## src/hw/rtl/i2p_pkg.sv

```systemverilog
// Package for the infix to postfix converter: stack sizing, character codes,
// status codes and the operator precedence function.
// No dependencies.
`default_nettype none

package i2p_pkg;

    // Operator stack sizing.
    localparam int STACK_DEPTH = 16;
    localparam int CNT_W       = $clog2(STACK_DEPTH + 1);
    localparam int ADDR_W      = $clog2(STACK_DEPTH);

    // Characters that have a meaning of their own.
    localparam logic [7:0] CH_CARET  = 8'h5E;
    localparam logic [7:0] CH_STAR   = 8'h2A;
    localparam logic [7:0] CH_SLASH  = 8'h2F;
    localparam logic [7:0] CH_PLUS   = 8'h2B;
    localparam logic [7:0] CH_MINUS  = 8'h2D;
    localparam logic [7:0] CH_LPAREN = 8'h28;
    localparam logic [7:0] CH_RPAREN = 8'h29;

    // Status codes carried on every result of an item.
    localparam logic [1:0] ST_OK        = 2'd0;
    localparam logic [1:0] ST_OVERFLOW  = 2'd1;
    localparam logic [1:0] ST_UNMATCHED = 2'd2;

    // Precedence: '^' 3, '*' '/' 2, '+' '-' 1, anything else 0.
    function automatic logic [1:0] prec_of(input logic [7:0] c);
        logic [1:0] p;
        p = 2'd0;
        if (c == CH_CARET) begin
            p = 2'd3;
        end else if (c == CH_STAR || c == CH_SLASH) begin
            p = 2'd2;
        end else if (c == CH_PLUS || c == CH_MINUS) begin
            p = 2'd1;
        end
        return p;
    endfunction

    // True for the five binary operators.
    function automatic logic is_operator(input logic [7:0] c);
        return (c == CH_CARET) || (c == CH_STAR) || (c == CH_SLASH) ||
               (c == CH_PLUS) || (c == CH_MINUS);
    endfunction

endpackage

`default_nettype wire

```

## src/hw/rtl/infix_to_postfix_converter_top.sv

```systemverilog
// Shunting-yard infix to postfix converter with the operator stack in a
// synchronous memory. Depends on i2p_pkg.
//
//  channel | direction | handshake                 | payload
//  --------+-----------+---------------------------+-------------------------------------
//  input   | in        | i_in_valid / o_in_stall   | i_symbol, i_expr_last
//  output  | out       | o_out_valid / i_out_stall | o_out_char, o_has_char, o_run_last,
//          |           |                           | o_expr_end, o_status
//
// An item takes an accept step, a step on the symbol itself (push, pass-through,
// the '(' pop of a ')' or no action), a step for each character popped and emitted,
// flush included, and a step to hand on the closing result. The memory's read
// port delivers one new stack top per cycle, which sets the pop rate of one a
// cycle while the output is not stalled.
// Reset is synchronous and active low; it empties the stack and drops any
// pending result. A stalled output holds the sequencer until the register frees.
`default_nettype none

module infix_to_postfix_converter_top (
    input  wire logic       i_clk,
    input  wire logic       i_rst_n,
    input  wire logic       i_in_valid,
    output logic            o_in_stall,
    input  wire logic [7:0] i_symbol,
    input  wire logic       i_expr_last,
    output logic            o_out_valid,
    input  wire logic       i_out_stall,
    output logic      [7:0] o_out_char,
    output logic            o_has_char,
    output logic            o_run_last,
    output logic            o_expr_end,
    output logic      [1:0] o_status
);

    typedef enum logic {S_IDLE, S_RUN} t_state;
    typedef enum logic [1:0] {P_MAIN, P_FLUSH, P_FIN} t_phase;

    localparam int CW = i2p_pkg::CNT_W;
    localparam int AW = i2p_pkg::ADDR_W;

    // Operator stack memory with a registered read port.
    logic [7:0]    mem [i2p_pkg::STACK_DEPTH];
    logic          mem_we;
    logic [AW-1:0] mem_wa;
    logic [7:0]    mem_wd;
    logic [AW-1:0] mem_ra;
    logic [7:0]    r_rd_q;
    logic          r_fwd;
    logic [7:0]    r_fwd_d;
    logic [7:0]    top;

    // Sequencer and stack bookkeeping.
    t_state        r_state, n_state;
    t_phase        r_phase, n_phase;
    logic [CW-1:0] r_count, n_count;
    logic [CW-1:0] r_paren, n_paren;
    logic [7:0]    r_sym, n_sym;
    logic          r_last, n_last;
    logic [1:0]    r_status, n_status;
    logic          r_pend_v, n_pend_v;
    logic [7:0]    r_pend_c, n_pend_c;

    // Output register.
    logic          r_o_valid, n_o_valid;
    logic [7:0]    r_o_char, n_o_char;
    logic          r_o_has, n_o_has;
    logic          r_o_run_last, n_o_run_last;
    logic          r_o_end, n_o_end;
    logic [1:0]    r_o_status, n_o_status;

    logic          can_emit;
    logic          do_emit, do_pop, do_push, do_finish;
    logic [7:0]    emit_val;
    logic [CW-1:0] cnt_m1;
    logic          full;

    // A write and a read of the same entry in one cycle forward the new data.
    assign top      = r_fwd ? r_fwd_d : r_rd_q;
    assign can_emit = !r_o_valid || !i_out_stall;
    assign full     = (r_count == CW'(i2p_pkg::STACK_DEPTH));

    always_comb begin
        n_state      = r_state;
        n_phase      = r_phase;
        n_count      = r_count;
        n_paren      = r_paren;
        n_sym        = r_sym;
        n_last       = r_last;
        n_status     = r_status;
        n_pend_v     = r_pend_v;
        n_pend_c     = r_pend_c;
        n_o_valid    = r_o_valid;
        n_o_char     = r_o_char;
        n_o_has      = r_o_has;
        n_o_run_last = r_o_run_last;
        n_o_end      = r_o_end;
        n_o_status   = r_o_status;
        do_emit      = 1'b0;
        do_pop       = 1'b0;
        do_push      = 1'b0;
        do_finish    = 1'b0;
        emit_val     = r_sym;

        // The output register empties once its item is taken.
        if (r_o_valid && !i_out_stall) begin
            n_o_valid = 1'b0;
        end

        case (r_state)
            S_IDLE: begin
                if (i_in_valid) begin
                    // Status is settled up front from the stack fill, the stack top
                    // and the count of open parentheses on the stack.
                    n_sym    = i_symbol;
                    n_last   = i_expr_last;
                    n_phase  = P_MAIN;
                    n_pend_v = 1'b0;
                    n_state  = S_RUN;
                    n_status = i2p_pkg::ST_OK;
                    if (i_symbol == i2p_pkg::CH_LPAREN && full) begin
                        n_status = i2p_pkg::ST_OVERFLOW;
                    end else if (i2p_pkg::is_operator(i_symbol) && full &&
                                 i2p_pkg::prec_of(top) < i2p_pkg::prec_of(i_symbol)) begin
                        n_status = i2p_pkg::ST_OVERFLOW;
                    end else if (i_symbol == i2p_pkg::CH_RPAREN && r_paren == '0) begin
                        n_status = i2p_pkg::ST_UNMATCHED;
                    end
                end
            end
            S_RUN: begin
                if (can_emit) begin
                    case (r_phase)
                        P_MAIN: begin
                            // Steps for the symbol itself: pops that it forces, then its own push, pop or pass-through.
                            n_phase = r_last ? P_FLUSH : P_FIN;
                            if (r_sym == i2p_pkg::CH_LPAREN) begin
                                do_push = !full;
                            end else if (r_sym == i2p_pkg::CH_RPAREN) begin
                                if (r_count != '0) begin
                                    do_pop = 1'b1;
                                    if (top != i2p_pkg::CH_LPAREN) begin
                                        do_emit  = 1'b1;
                                        emit_val = top;
                                        n_phase  = P_MAIN;
                                    end
                                end
                            end else if (i2p_pkg::is_operator(r_sym)) begin
                                if (r_count != '0 &&
                                    i2p_pkg::prec_of(top) >= i2p_pkg::prec_of(r_sym)) begin
                                    do_pop   = 1'b1;
                                    do_emit  = 1'b1;
                                    emit_val = top;
                                    n_phase  = P_MAIN;
                                end else begin
                                    do_push = !full;
                                end
                            end else begin
                                do_emit  = 1'b1;
                                emit_val = r_sym;
                            end
                        end
                        P_FLUSH: begin
                            // End of expression: drain the stack, '(' included.
                            if (r_count != '0) begin
                                do_pop   = 1'b1;
                                do_emit  = 1'b1;
                                emit_val = top;
                            end else begin
                                do_finish = 1'b1;
                            end
                        end
                        P_FIN: begin
                            do_finish = 1'b1;
                        end
                        default: begin
                            do_finish = 1'b1;
                        end
                    endcase
                end
            end
            default: begin
                n_state = S_IDLE;
            end
        endcase

        // Stack pointer and open parenthesis count.
        if (do_pop) begin
            n_count = r_count - CW'(1);
            if (top == i2p_pkg::CH_LPAREN) begin
                n_paren = r_paren - CW'(1);
            end
        end
        if (do_push) begin
            n_count = r_count + CW'(1);
            if (r_sym == i2p_pkg::CH_LPAREN) begin
                n_paren = r_paren + CW'(1);
            end
        end

        // A new character moves the held one out, so the last one of the
        // item can still be marked when the item closes.
        if (do_emit) begin
            if (r_pend_v) begin
                n_o_valid    = 1'b1;
                n_o_char     = r_pend_c;
                n_o_has      = 1'b1;
                n_o_run_last = 1'b0;
                n_o_end      = 1'b0;
                n_o_status   = r_status;
            end
            n_pend_v = 1'b1;
            n_pend_c = emit_val;
        end

        // Close the item with the held character or an empty marker.
        if (do_finish) begin
            n_o_valid    = 1'b1;
            n_o_char     = r_pend_v ? r_pend_c : 8'h00;
            n_o_has      = r_pend_v;
            n_o_run_last = 1'b1;
            n_o_end      = r_last;
            n_o_status   = r_status;
            n_pend_v     = 1'b0;
            n_state      = S_IDLE;
        end
    end

    // Memory port control: push writes at the count, read follows the new top.
    assign mem_we = do_push;
    assign mem_wa = r_count[AW-1:0];
    assign mem_wd = r_sym;
    assign cnt_m1 = n_count - CW'(1);
    assign mem_ra = (n_count == '0) ? '0 : cnt_m1[AW-1:0];

    always_ff @(posedge i_clk) begin
        if (mem_we) begin
            mem[mem_wa] <= mem_wd;
        end
        r_rd_q  <= mem[mem_ra];
        r_fwd   <= mem_we && (mem_wa == mem_ra);
        r_fwd_d <= mem_wd;
    end

    // State and registered outputs.
    always_ff @(posedge i_clk) begin
        if (!i_rst_n) begin
            r_state   <= S_IDLE;
            r_phase   <= P_MAIN;
            r_count   <= '0;
            r_paren   <= '0;
            r_pend_v  <= 1'b0;
            r_o_valid <= 1'b0;
        end else begin
            r_state   <= n_state;
            r_phase   <= n_phase;
            r_count   <= n_count;
            r_paren   <= n_paren;
            r_pend_v  <= n_pend_v;
            r_o_valid <= n_o_valid;
        end
        r_sym        <= n_sym;
        r_last       <= n_last;
        r_status     <= n_status;
        r_pend_c     <= n_pend_c;
        r_o_char     <= n_o_char;
        r_o_has      <= n_o_has;
        r_o_run_last <= n_o_run_last;
        r_o_end      <= n_o_end;
        r_o_status   <= n_o_status;
    end

    assign o_in_stall  = (r_state != S_IDLE);
    assign o_out_valid = r_o_valid;
    assign o_out_char  = r_o_char;
    assign o_has_char  = r_o_has;
    assign o_run_last  = r_o_run_last;
    assign o_expr_end  = r_o_end;
    assign o_status    = r_o_status;

endmodule

`default_nettype wire
```

## config.mk

```make
export PLATFORM = sky130hd
export DESIGN_NAME = infix_to_postfix_converter_top
export DESIGN_NICKNAME = d
export VERILOG_FILES = /design/src/hw/rtl/i2p_pkg.sv /design/src/hw/rtl/infix_to_postfix_converter_top.sv
export SDC_FILE = /design/constraint.sdc
export NUM_CORES = 1
export LEC_CHECK = 0
export BUFFER_PORTS_ARGS = -buffer_cell sky130_fd_sc_hd__buf_2
export CAP_MARGIN = 20
export CORE_ASPECT_RATIO = 2
export CORE_UTILIZATION = 60
export DETAILED_ROUTE_END_ITERATION = 7
export PLACE_DENSITY_LB_ADDON = 0.25
export SETUP_SLACK_MARGIN = 0.02
export SKIP_LAST_GASP = 1
export SLEW_MARGIN = 0
export SYNTH_ARGS = -nofsm -noshare
export SYNTH_HDL_FRONTEND = slang
export SYNTH_SLANG_ARGS = --single-unit
```

## constraint.sdc

```tcl
create_clock -name i_clk -period 7.8 [get_ports i_clk]
set_input_delay 1.17 -clock i_clk [delete_from_list [all_inputs] [get_ports i_clk]]
set_output_delay 1.17 -clock i_clk [all_outputs]
set_load 0.02 [all_outputs]
```

==> flow_summary_export.csv <==
group,metric,value,unit
detailed_routing,post_drt_wl_per_cell,23.4,um
logic_synthesis,yosys_warnings,0,
logic_synthesis,synth_edf_count,159,
power_and_ir_drop,p_sw_share,32.0,%
grt,grtUsageMet3,5.18,%
setup_path,critPathArrivalTime,7.02,ns
power_and_ir_drop,switchingPower,0.946,mW
min_path,hold_path.class,"reg -> reg",
clock_network,cts.reportedPaths.clkPinSlew,0.07,ns
die,rows,61,
finish,drive_above_1_share,13.1,%
detailed_routing,initialDrtViolationCount,501,
grt,met1_usage,34.0,%
finish,nNetsFinal,755,
die,io_pins,28,
logic_synthesis,synth_area,8620,sq um
grt,antenna_found_initial,0,
grt,first_global_vias,5899,
clock_network,cts_resized,0,
timing,period_minus_slack,6.71,ns
power_and_ir_drop,p_int,2.01,mW
logic_synthesis,synth-seq-cells,192,
timing,tns,0,ns
finish,area_growth,11.3,%
clock_network,post_cts_buffers,0,
timing,slew-limit-headroom,22.0,%
clock_network,cts_hold_buf,0,
grt,top_usage_layer,"met2",
setup_path,required,8.11,ns
job,maxCapViolations,0,
finish,num_antenna_cells,0,
die,coreArea,14000,sq um
logic_synthesis,synthArstFlopShare,0,%
power_and_ir_drop,power.share.clock,31.7,%
timing,clock_skew,0.00951,ns
detailed_routing,first_pass_iters,5,
detailed_routing,drtAntennaViolNets,0,
timing,tightest_slew,1.17,ns
grt,grt_start_max_net_pins,44,
logic_synthesis,synth_cell_types,68,
placed_design,place.gp.congestion,0.968,
power_and_ir_drop,pwr-share-comb,27.7,%
timing,period_share,86.0,%
clock_network,cts_tree,"yes",
grt,grt.total_usage,31.7,%
detailed_routing,route.detailed.drc,0,
setup_path,critPathMaxFanout,20,
detailed_routing,drt-total-wl,21800,um
power_and_ir_drop,ir_drop,0.226,mV
finish,utilization,68.7,%
clock_network,numCtsBuffers,17,
die,die_width,86.8,um
placed_design,portBuffers,27,
detailed_routing,vias_per_cell,6.40,
die,start_util,61.7,%
timing,fmax,0.149,GHz
timing,rsz0062_at_grt,"no",
setup_path,cp-end-kind,"flop",
placed_design,dp_hpwl,15300,um
logic_synthesis,seq_area_frac_synth,63.0,%
logic_synthesis,synth_fp_nets,727,
clock_network,cts_max_level,4,
power_and_ir_drop,leakagePower,3.23,nW
power_and_ir_drop,p_seq_share,40.6,%
detailed_routing,vias,5957,
grt,globalRouteMet2Util,55.1,%
setup_path,crit_path_start_kind,"flop",
timing,whs,0.435,ns
timing,drv_slew,0,
status,outcome,"completed",
logic_synthesis,synthCells,701,
timing,finalSetupViolations,0,
grt,grt_pass1_wl,33300,um
die,die_h,172,um
logic_synthesis,ys.flop_type,"edfxtp_1",
finish,fillers,1013,
clock_network,clock_sinks,192,
clock_network,clockBufferDepth,2,
setup_path,criticalPathCategory,"reg -> reg",
power_and_ir_drop,p_per_area,308,nW/um^2
grt,grt.overflow.total,0,
clock_network,clk_latency,0.43,ns
clock_network,cts-root-buf,"clkbuf_16",
logic_synthesis,synth.avg_cell_area,12.3,sq um
timing,finalHoldViolCount,0,
die,die_area,14900,sq um
## worst paths after layout
path | from | to | slack [ns] | depth (start not counted)
min | r_status[0]$_SDFFCE_PP1P_ | o_status[0]$_DFFE_PP_ | 0.44 | 0
max | r_fwd$_DFF_P_ | r_rd_q[2]$_DFF_P_ | 1.09 | 19
max reg2reg | r_fwd$_DFF_P_ | r_rd_q[2]$_DFF_P_ | 1.09 | 19
min reg2reg | r_status[0]$_SDFFCE_PP1P_ | o_status[0]$_DFFE_PP_ | 0.44 | 0
## metrics by stage
| step | instances | total power, mW | cell area (sq um) | setup WS, ns |
|---|---|---|---|---|
| 6_report | 931 | 2.95 | 9600 | 1.09 |
| 4_1_cts | 929 | 2.95 | 9590 | 1.21 |
| 2_1_floorplan | 701 | 1.81 | 8620 | 2.01 |
| 5_1_grt | 931 | 3.06 | 9600 | 0.690 |
| 3_3_place_gp | 897 | 2.00 | 8940 | 1.55 |
| 3_5_place_dp | 897 | 2.01 | 8940 | 1.26 |
## worst max-delay path: stages (launching register included)
cell	delay, ns
dfxtp_1	0.61
mux2_2	0.42
nor4b_1	0.32
nand3b_1	0.16
o22ai_1	0.24
nand2b_1	0.19
ha_1	0.33
nand2b_1	0.14
a21oi_1	0.26
o211ai_1	0.14
a21oi_2	0.62
o21ai_1	0.40
and2_1	0.27
inv_2	0.28
ha_1	0.23
or4b_4	0.50
a211oi_2	0.65
nor3_1	0.32
a211oi_1	0.41
o31ai_1	0.10
## cell usage in the layout, fill, tap and decap left out, drive strengths merged, types with 3 or more instances in the layout
master   count
or3          4
nor4         3
a21oi       35
o31ai        9
mux2         9
nor3        12
o211ai       3
a221oi       8
nand3b       5
o22ai        4
and3         3
o311ai       8
a21boi       8
a311oi       9
ha          13
nand2b       8
xnor2        8
and2         7
inv         16
o21ai       31
nand3       36
nand2       90
bufinv       5
clkbuf      20
a211oi       9
mux2i       27
clkinv       3
xor2         5
a211o        9
buf         42
dfxtp       33
nor4b        7
nor2        42
edfxtp     159
nor2b        9
o2bb2ai      9
## cell families (layout without fill, tap and decap cells)
| group | Yosys count | after routing | share of synthesized area, % |
|---|---|---|---|
| AOI/OAI and AO/OA | 158 | 158 | 12.9 |
| xor gates and xnor gates | 13 | 13 | 1.32 |
| adders and majority gates | 13 | 13 | 1.89 |
| and+or+nand+nor | 242 | 242 | 14.1 |
| DFF | 192 | 192 | 63.0 |
| muxes | 36 | 36 | 4.31 |
| buffers and inverters | 47 | 88 | 2.38 |
## power groups by stage
stage | combinational [mW] | clock (mW) | sequential [mW]
after global routing | 0.874 | 0.985 | 1.20
after CTS | 0.803 | 0.946 | 1.20
after global placement | 0.781 | 0 | 1.22
after floorplan | 0.602 | 0 | 1.21
after detailed placement | 0.796 | 0 | 1.21
final | 0.818 | 0.937 | 1.20
## state kept, by name, summed over array words and instances (netlist names)
register / count
r_fwd: 1
mem_wd: 8
o_expr_end: 1
r_last: 1
r_rd_q: 8
r_status: 2
o_out_valid: 1
o_status: 2
mem: 128
o_in_stall: 1
o_run_last: 1
r_fwd_d: 8
o_out_char: 8
o_has_char: 1
r_paren: 5
r_pend_v: 1
r_count: 5
r_pend_c: 8
r_phase: 2
## routing by layer
metal	up-vias	wire length [um]
met5	-	0
met4	0	1670
met3	75	925
met2	241	11600
met1	2920	7610
li1	2721	-
## synthesized netlist by cell type (6+ instances only)
| cell | count | area [sq um] |
|---|---|---|
| a211o_1 | 9 | 78.8 |
| a211oi_1 | 8 | 60.1 |
| a21boi_0 | 8 | 60.1 |
| a21oi_1 | 34 | 170 |
| a221oi_1 | 8 | 70.1 |
| a311oi_1 | 9 | 78.8 |
| and2_1 | 7 | 43.8 |
| clkbuf_1 | 23 | 86.3 |
| dfxtp_1 | 33 | 661 |
| edfxtp_1 | 159 | 4770 |
| ha_1 | 13 | 163 |
| inv_1 | 12 | 45.0 |
| mux2_2 | 9 | 101 |
| mux2i_1 | 27 | 270 |
| nand2_1 | 90 | 338 |
| nand2b_1 | 8 | 50.1 |
| nand3_1 | 36 | 180 |
| nor2_1 | 42 | 158 |
| nor2b_1 | 9 | 56.3 |
| nor3_1 | 12 | 60.1 |
| nor4b_1 | 6 | 52.6 |
| o21ai_0 | 28 | 140 |
| o2bb2ai_1 | 9 | 78.8 |
| o311ai_1 | 6 | 52.6 |
| o31ai_1 | 9 | 67.6 |
| xnor2_1 | 8 | 70.1 |
## layout make-up
class	instances	area [sq um]	share of cell area, %
clock buffer	19	433	4.51
sequential	192	5440	56.6
tap	189	236	2.46
multi-input combinational	462	2980	31.1
clock inverter	13	209	2.18
inverter	13	48.8	0.508
timing repair buffer	43	253	2.63
Note: power is estimated with default switching activity, not from simulation.
